--- config.mk ---
export PLATFORM = sky130hd
export DESIGN_NAME = ais_cell
export DESIGN_NICKNAME = d
export VERILOG_FILES = /design/src/rtl/ais_pkg.sv /design/src/rtl/ais_cell.sv
export SDC_FILE = /design/constraint.sdc
export NUM_CORES = 1
export LEC_CHECK = 0
export ABC_AREA = 1
export BUFFER_PORTS_ARGS = -buffer_cell sky130_fd_sc_hd__buf_4
export CORE_ASPECT_RATIO = 0.5
export CORE_MARGIN = 2
export CORE_UTILIZATION = 49
export CTS_CLUSTER_DIAMETER = 40
export DETAILED_ROUTE_END_ITERATION = 8
export PLACE_DENSITY = 0.9
export SYNTH_ARGS = -nofsm -noshare
export SYNTH_HDL_FRONTEND = slang
export SYNTH_SLANG_ARGS = --single-unit
--- constraint.sdc ---
create_clock -name clock -period 7.8 [get_ports clock]
set_clock_uncertainty 0.15 [all_clocks]
set_input_delay 0.78 -clock clock [delete_from_list [all_inputs] [get_ports clock]]
set_output_delay 0.78 -clock clock [all_outputs]
set_load 0.02 [all_outputs]
--- src/rtl/ais_pkg.sv ---
// ----------------------------------------------------------------------------
// ais_pkg
// Shared types and constants for the ascending array sorter.
// ----------------------------------------------------------------------------
`default_nettype none

package ais_pkg;

   localparam int CAPACITY_DEFAULT = 64;
   localparam int VALUE_WIDTH      = 32;

   typedef logic signed [VALUE_WIDTH-1:0] value_type;

   typedef struct packed {
      value_type value;
      logic      is_last;
   } req_type;

   typedef struct packed {
      value_type sorted_value;
      logic      end_of_run;
      logic      truncated;
   } rsp_type;

   typedef enum logic {
      ST_COLLECT,
      ST_DRAIN
   } state_type;

   typedef struct packed {
      logic      insert;
      logic      shift_out;
      value_type value;
   } cell_ctrl_type;

endpackage

`default_nettype wire

--- src/rtl/ais_cell.sv ---
// ----------------------------------------------------------------------------
// ais_cell
// One slot of the insertion chain: holds one value, opens a gap for a smaller
// incoming value by taking its left neighbor, and shifts left on drain.
// ----------------------------------------------------------------------------
`default_nettype none

module ais_cell (
   input  wire logic                  clock,
   input  wire logic                  reset,
   input  wire ais_pkg::cell_ctrl_type ctrl,
   input  wire ais_pkg::value_type    left_val,
   input  wire logic                  left_valid,
   input  wire logic                  left_greater,
   input  wire ais_pkg::value_type    right_val,
   input  wire logic                  right_valid,
   output      ais_pkg::value_type    val,
   output      logic                  valid,
   output      logic                  greater
);

   ais_pkg::value_type val_ff, val_in;
   logic               valid_ff, valid_in;
   logic               take;

   assign greater = valid_ff && (val_ff > ctrl.value);
   assign take    = greater || (!valid_ff && left_valid);

   always_comb begin
      val_in   = val_ff;
      valid_in = valid_ff;
      if (ctrl.shift_out) begin
         val_in   = right_val;
         valid_in = right_valid;
      end else if (ctrl.insert && take) begin
         val_in   = left_greater ? left_val : ctrl.value;
         valid_in = 1'b1;
      end
   end

   always_ff @(posedge clock) begin
      if (reset) begin
         valid_ff <= 1'b0;
      end else begin
         valid_ff <= valid_in;
      end
   end

   always_ff @(posedge clock) begin
      val_ff <= val_in;
   end

   assign val   = val_ff;
   assign valid = valid_ff;

endmodule

`default_nettype wire

* Word-level counts from Yosys, hierarchy flattened
Index checks and enable logic that the tools add are counted. Widths: inputs -> output; s select.
Word-level totals: input port bits 103, flip-flop bits (word level) 33, output and inout port bits 34
Cells by class: $lt $le $gt $ge 1, multiplexer cells 5, reductions and logical operators 6
Operators by type and width (number):
- $mux 32 | 3
- $gt 32x32->1 | 1
- $logic_and 1x1->1 | 3
- $mux 1 | 2
- $reduce_bool 2->1 | 1
- $logic_not 1->1 | 1
- $logic_or 1x1->1 | 1

* Depth between registers and ports, before layout
Gate-level depths: netlist (run 1).
depth in word-level cells 6, gate-level depth with buffers 18, gate-level depth less buffers 18

* Least setup slack after synthesis (run 1)
Ideal clock, no wire load.
kind input to register, start input ctrl[23] in the netlist's numbering, end register val_ff[0] (netlist: val[0]), enable pin, path slack 4.701 ns, arrival time 2.560 ns, data required time 7.260 ns, buffers on the path 0, setup time 0.390 ns, stages 12, cell sequence inv_1 > ha_1 > nand2_1 > nor2_1 > nand2_1 > nor3b_2 > nand2_1 > nand3_1 > nand3_2 > nand2_1 > nand2_1 > nand2_1
Between the ends: cells in the longest elaborated chain, start to end 5
Ends and longest elaborated chain:
- start: declaration | RTL line ais_cell.sv:11 | input wire ais_pkg::cell_ctrl_type ctrl,
- $gt 32x32->1 | RTL line ais_cell.sv:26 | assign greater = valid_ff && (val_ff > ctrl.value);
- $logic_and 1x1->1 | RTL line ais_cell.sv:26
- $logic_or 1x1->1 | RTL line ais_cell.sv:27 | assign take = greater || (!valid_ff && left_valid);
- $logic_and 1x1->1 | RTL line ais_cell.sv:35 | end else if (ctrl.insert && take) begin
- $reduce_bool 2->1 (no line)
- end signal: assignment | RTL line ais_cell.sv:50 | val_ff <= val_in;
- end: declaration | RTL line ais_cell.sv:22 | ais_pkg::value_type val_ff, val_in;
Every way passes these cells. A chain may end at the register's enable or synchronous reset.

* Final worst setup path (run 1)
start input ctrl[31] in the netlist's numbering, end output greater
Between the ends: cells in the longest elaborated chain, start to end 2
Ends and longest elaborated chain:
- $gt 32x32->1 | RTL line ais_cell.sv:26
- $logic_and 1x1->1 | RTL line ais_cell.sv:26
- end: declaration | RTL line ais_cell.sv:19 | output logic greater
Every way passes these cells.

==> flow_metrics.tcl, run 1 <==
set metrics [dict create \
    use_met1_pct 28.58 \
    comb_power_share_pct 35.3 \
    dr.first_iter.drc_count 157 \
    internal-power_w 0.0003726 \
    num_vias 2649 \
    fp.dieArea_um2 5900 \
    dp.cells 499 \
    cts_tree "built" \
    cp_max_fo 4 \
    drive_gt1_share_pct 34.32 \
    clk-insertion-delay-late_ps 290 \
    viasPerCell 5.225 \
    p_sw_w 0.0001759 \
    ctsRootBufferMaster "clkbuf_8" \
    core_um2 5000 \
    ys_seq_area_share_pct 38.00 \
    seqPwrFrac_pct 41.5 \
    syn_to_final_growth_pct 44.50 \
    port_buffers 136 \
    crit_required_ps 6870 \
    critPathLaunchType "input pin" \
    post_cts_buffers 0 \
    ys_warn_count 0 \
    grt_max_degree 64 \
    drcViolationCount 0 \
    dr.pass1.iters 5 \
    hold_path.class "reg2reg" \
    leakage_nw 1.864 \
    switching_share_pct 32.07 \
    grt_usage_pct 25.33 \
    path_clk_slew_ps 70 \
    hold_viol_final 0 \
    antenna_found_initial 0 \
    antennaDiodeCount 0 \
    grt_pass1_wl_mm 11.90 \
    cts_inserted_buffers 5 \
    cp-startpoint "ctrl[31]" \
    syn_avg_cell_area_um2 8.463 \
    nNetsFinal 571 \
    synth_seq_cells 33 \
    fmax_ghz 0.3101 \
    die_h_um 55.32 \
    rows 18 \
    fp.dieW_um 106.6 \
    outcome "complete, no violations" \
    fin_total_pwr_w 0.0005485 \
    grt.overflow.total 0 \
    wl_per_cell_um 14.60 \
    maxCapViolCount 0 \
    finalWorstSetupSlack_ps 4575 \
    final_cell_count_no_fill 507 \
    cp.arrival_ps 2290 \
    tightest_slew_ps 992.3 \
    synth_area_um2 2581 \
    io_pins 137 \
    power_density_nw_per_um2 147.0 \
    grt_pass1_vias 2665 \
    ant_nets 0 \
    clkSinkCount 33 \
    p_clk_share_pct 23.2 \
    setup_tns_ps 0 \
    fin_crit_ps 3225 \
    rsz0062_at_grt "no" \
    synth_edf_count 32 \
    htree_levels 2 \
    max_slew_margin_pct 33.75 \
    cp-end-kind "output port" \
    grt-busiest-layer "met2" \
    peakVddDrop_v 0.00009857 \
    grt_use_met3_pct 4.959 \
    start_util_pct 51.63 \
    synthArstFlopShare_pct 0 \
    place_congestion 0.7879 \
    wirelength_mm 7.400 \
    r2r-start "val[31]" \
    cts_buffer_depth 2 \
    fillCellCount 377 \
    met2_usage_pct 47.13 \
    place_ws_ps 4518 \
    hold_buffers 0 \
    yosysUniqueCellTypes 24 \
    synth_flop_cell "edfxtp_1" \
    criticalPathCategory "in2out" \
    fin_crit_sh_pct 41.34 \
    ctsResizeCount 0 \
    setup_viol 0 \
    maxSlewViolCount 0 \
    synth_cells 305 \
    synth_nets 440 \
    min_from "valid" \
    hpwl_mm 5.811 \
]
[power by group through the flow]
stage | sequential, W | combinational [W] | clock, W
2_1_floorplan | 0.000251 | 0.0000834 | 0
3_3_place_gp | 0.000230 | 0.000185 | 0
3_5_place_dp | 0.000231 | 0.000192 | 0
4_1_cts | 0.000227 | 0.000194 | 0.000129
5_1_grt | 0.000229 | 0.000213 | 0.000137
6_report | 0.000228 | 0.000194 | 0.000127
[cell families (layout without fill, tap and decap cells)]
kind of cell	after synthesis	count (layout)	share of synthesized area, %
flip-flops	33	33	38.00
adder cells (fa/ha/maj)	32	32	15.51
buffers and inverters	60	192	8.773
AND/OR/NAND/NOR	96	96	15.41
AO/OA/AOI/OAI	84	84	22.30
[routing by layer]
layer  share of wire, %  routed length [um]
met2                 54                3974
met1                 39                2849
met5                  0                   0
met4                1.9                 144
met3                5.8                 431
[critical path, stage by stage]
cell and delay [ps]:
buf_4 80, inv_1 30, ha_1 340, nand2_1 110
nor2_2 200, nand2_2 100, nor2_1 140, nand3b_1 110
inv_1 90, nor2_2 40, nand3_2 70, inv_1 50
buf_4 150
[flip-flops by register name (all words and copies together), names as in the netlist]
name	count
val	32
valid	1
[through the flow]
stage	utilization [%]	hold slack, ps	area, um2
6_report	74.60	442.6	3730
5_1_grt	74.60	473.6	3730
4_1_cts	74.60	442.5	3730
3_5_place_dp	72.95	408.0	3647
2_1_floorplan	-	504.4	2581
3_3_place_gp	72.95	416.2	3647
[final timing paths]
kind              endpoint  slack [ps]  depth (start not counted)
setup reg to reg   val[13]        4970                         12
hold reg to reg      valid         440                          2
hold / removal       valid         440                          2
setup / recovery   greater        4580                         13
[Yosys cell counts, types with 2 or more instances]
library cell,number,area [um2]
ha_1,32,400.4
inv_1,45,168.9
nand4_1,2,12.51
nor2_2,2,12.51
nand2_1,71,266.5
o211ai_1,29,217.7
edfxtp_1,32,960.9
clkbuf_1,12,45.04
o21a_1,31,232.7
o21ai_0,2,10.01
a21oi_1,20,100.1
nor2_1,12,45.04
nand3_1,4,20.02
[final cells by class]
cell class                 instances  area [um2]  area share (%)
multi-input combinational        212        1374           36.83
timing repair buffer             137        1028           27.57
sequential                        33       980.9           26.30
inverter                          47       176.4           4.730
tap                               70       87.58           2.348
clock buffer                       6       72.57           1.946
clock inverter                     2       10.01          0.2684
[layout by cell type (no fill, tap or decap), types with 4 or more instances in the layout]
| cell | instances |
|---|---|
| buf_4 | 137 |
| o21a_1 | 31 |
| inv_1 | 45 |
| edfxtp_1 | 32 |
| nand2_1 | 71 |
| a21oi_1 | 20 |
| o211ai_1 | 29 |
| clkbuf_8 | 5 |
| nand3_1 | 4 |
| ha_1 | 32 |
| nor2_1 | 12 |
Note: power is estimated with default switching activity, not from simulation.
==> run 2: changes to the inputs <==
--- a/config.mk
+++ b/config.mk
@@ -9,10 +9,10 @@
 export BUFFER_PORTS_ARGS = -buffer_cell sky130_fd_sc_hd__buf_4
 export CORE_ASPECT_RATIO = 0.5
 export CORE_MARGIN = 2
-export CORE_UTILIZATION = 49
+export CORE_UTILIZATION = 41
 export CTS_CLUSTER_DIAMETER = 40
 export DETAILED_ROUTE_END_ITERATION = 8
-export PLACE_DENSITY = 0.9
+export PLACE_DENSITY = 0.81
 export SYNTH_ARGS = -nofsm -noshare
 export SYNTH_HDL_FRONTEND = slang
 export SYNTH_SLANG_ARGS = --single-unit
==> constraint.sdc (replaced) <==
create_clock -name clock -period 2.8 [get_ports clock]
set_clock_uncertainty 0.15 [all_clocks]
set_input_delay 0.28 -clock clock [delete_from_list [all_inputs] [get_ports clock]]
set_output_delay 0.28 -clock clock [all_outputs]
set_load 0.02 [all_outputs]
==> run 2 against run 1 <==
  * Via count is 3.9% lower
  * Count of clock-buffer cells in the layout is 1 higher
  * Core utilization is 11 points lower
  * Largest power group unchanged
  * Sequential power grew to 2.8 times the previous value
  * Power grew to 3.2 times the previous value
  * Hold slack worse by 430 ps
  * Global-route usage is 5.1 points lower
  * Cell count is 3.9% higher
  * Sequential share of layout area is 0.87 points lower
  * Clock power grew to 4.5 times the previous value
  * Largest cell class unchanged
  * Wire length is 5.8% lower
  * Die area is 18% higher
==> flow_metrics.tcl, run 2 (synthesis results as in run 1) <==
set metrics [dict create \
    nNetsFinal 573 \
    final_common_cell "buf_4" \
    io_pins 137 \
    antennaDiodeCount 0 \
    ctsRootBufferMaster "clkbuf_16" \
    critPathLaunchType "flop" \
    fin_crit_sh_pct 91.10 \
    wl_per_cell_um 13.23 \
    place_congestion 0.7697 \
    cts_tree "built" \
    peakVddDrop_v 0.0002421 \
    final_cell_count_no_fill 527 \
    hpwl_mm 5.514 \
    start_util_pct 42.45 \
    fp.dieArea_um2 6985 \
    fp.dieW_um 116.2 \
    hold_path.class "in2reg" \
    criticalPathCategory "reg2reg" \
    cp.arrival_ps 2370 \
    ctsResizeCount 0 \
    fmax_ghz 0.3920 \
    rows 20 \
    grt_pass1_vias 2528 \
    core_um2 6081 \
    max_slew_margin_pct 61.64 \
    htree_levels 2 \
    tightest_slew_ps 575.4 \
    post_cts_buffers 0 \
    viasPerCell 4.831 \
    grt_usage_pct 20.23 \
    utilization_pct 63.44 \
    grt_pass1_wl_mm 11.16 \
    drive_gt1_share_pct 35.08 \
    die_h_um 60.11 \
    leakage_nw 1.914 \
    mostFrequentLayoutCells "138 x buf_4, 70 x nand2_1, 45 x inv_1, 32 x ha_1, 32 x edfxtp_1" \
    clkSinkCount 33 \
    rsz0062_at_grt "no" \
    largest_reg_flops 32 \
    hold_buffers 0 \
    num_vias 2546 \
    dr.pass1.iters 4 \
    clk-insertion-delay-late_ps 270 \
    crit_required_ps 2620 \
    fin_crit_ps 2551 \
    wirelength_mm 6.973 \
    outcome "complete, no violations" \
    cp-end-kind "flop" \
    antenna_found_initial 0 \
    ant_nets 0 \
    maxSlewViolCount 0 \
    grt.overflow.total 0 \
    dr.first_iter.drc_count 105 \
    grt_max_degree 63 \
    hold_viol_final 0 \
    port_buffers 136 \
    cts_buffer_depth 2 \
    syn_to_final_growth_pct 49.44 \
    dp.cells 519 \
    setup_viol 0 \
    cts_inserted_buffers 5 \
    drcViolationCount 0 \
    power_density_nw_per_um2 451.8 \
    path_clk_slew_ps 50 \
    fin_total_pwr_w 0.001743 \
    setup_tns_ps 0 \
    r2r_slack_ps 250 \
    maxCapViolCount 0 \
    cp_max_fo 26 \
]
run 2: final timing paths:
path | from | cells after the start | to
worst max-delay path | val[31] | 12 | val[12]
worst min-delay path | reset | 2 | valid
worst max register to register | val[31] | 12 | val[12]
worst min register to register | valid | 2 | valid
run 2: layout make-up:
| class | instances | area [um2] |
|---|---|---|
| clock inverters | 1 | 5.005 |
| fillers | 534 | 2223 |
| flip-flops and latches | 33 | 980.9 |
| inverters | 47 | 176.4 |
| clock buffers | 7 | 152.6 |
| well taps | 88 | 110.1 |
| multi-input cells | 212 | 1376 |
| repair buffers | 139 | 1056 |
run 2: power by group:
part	internal, W	switching, W
clock	0.000376	0.000195
combinational	0.000266	0.000274
sequential	0.000605	0.0000264
total	0.00125	0.000496
run 2: metal layers:
metal	vias up	part of all wire (%)	track usage [%]
met5	-	0	0
met4	0	1.1	3.741
met3	6	5.0	4.564
met2	55	49	36.59
met1	1169	45	25.39
li1	1316	-	-
run 2: worst max-delay path, cell delays in order (launching register included):
cell	delay [ps]
edfxtp_1	410
ha_1	390
nand2_1	110
nor2_2	160
nand2_2	90
nor3b_2	150
nand2_1	90
nand3_1	90
nand3_2	90
nand2_1	70
nand2_1	60
nand2_2	160
buf_12	220
run 2: through the flow:
stage	area [um2]	worst slack [ps]	hold WS [ps]
after floorplan	2584	274.4	209.3
after global placement	3700	358.7	295.7
after detailed placement	3700	308.6	298.1
after CTS	3857	260.4	11.58
after global routing	3857	81.75	12.82
final	3857	249.1	13.23
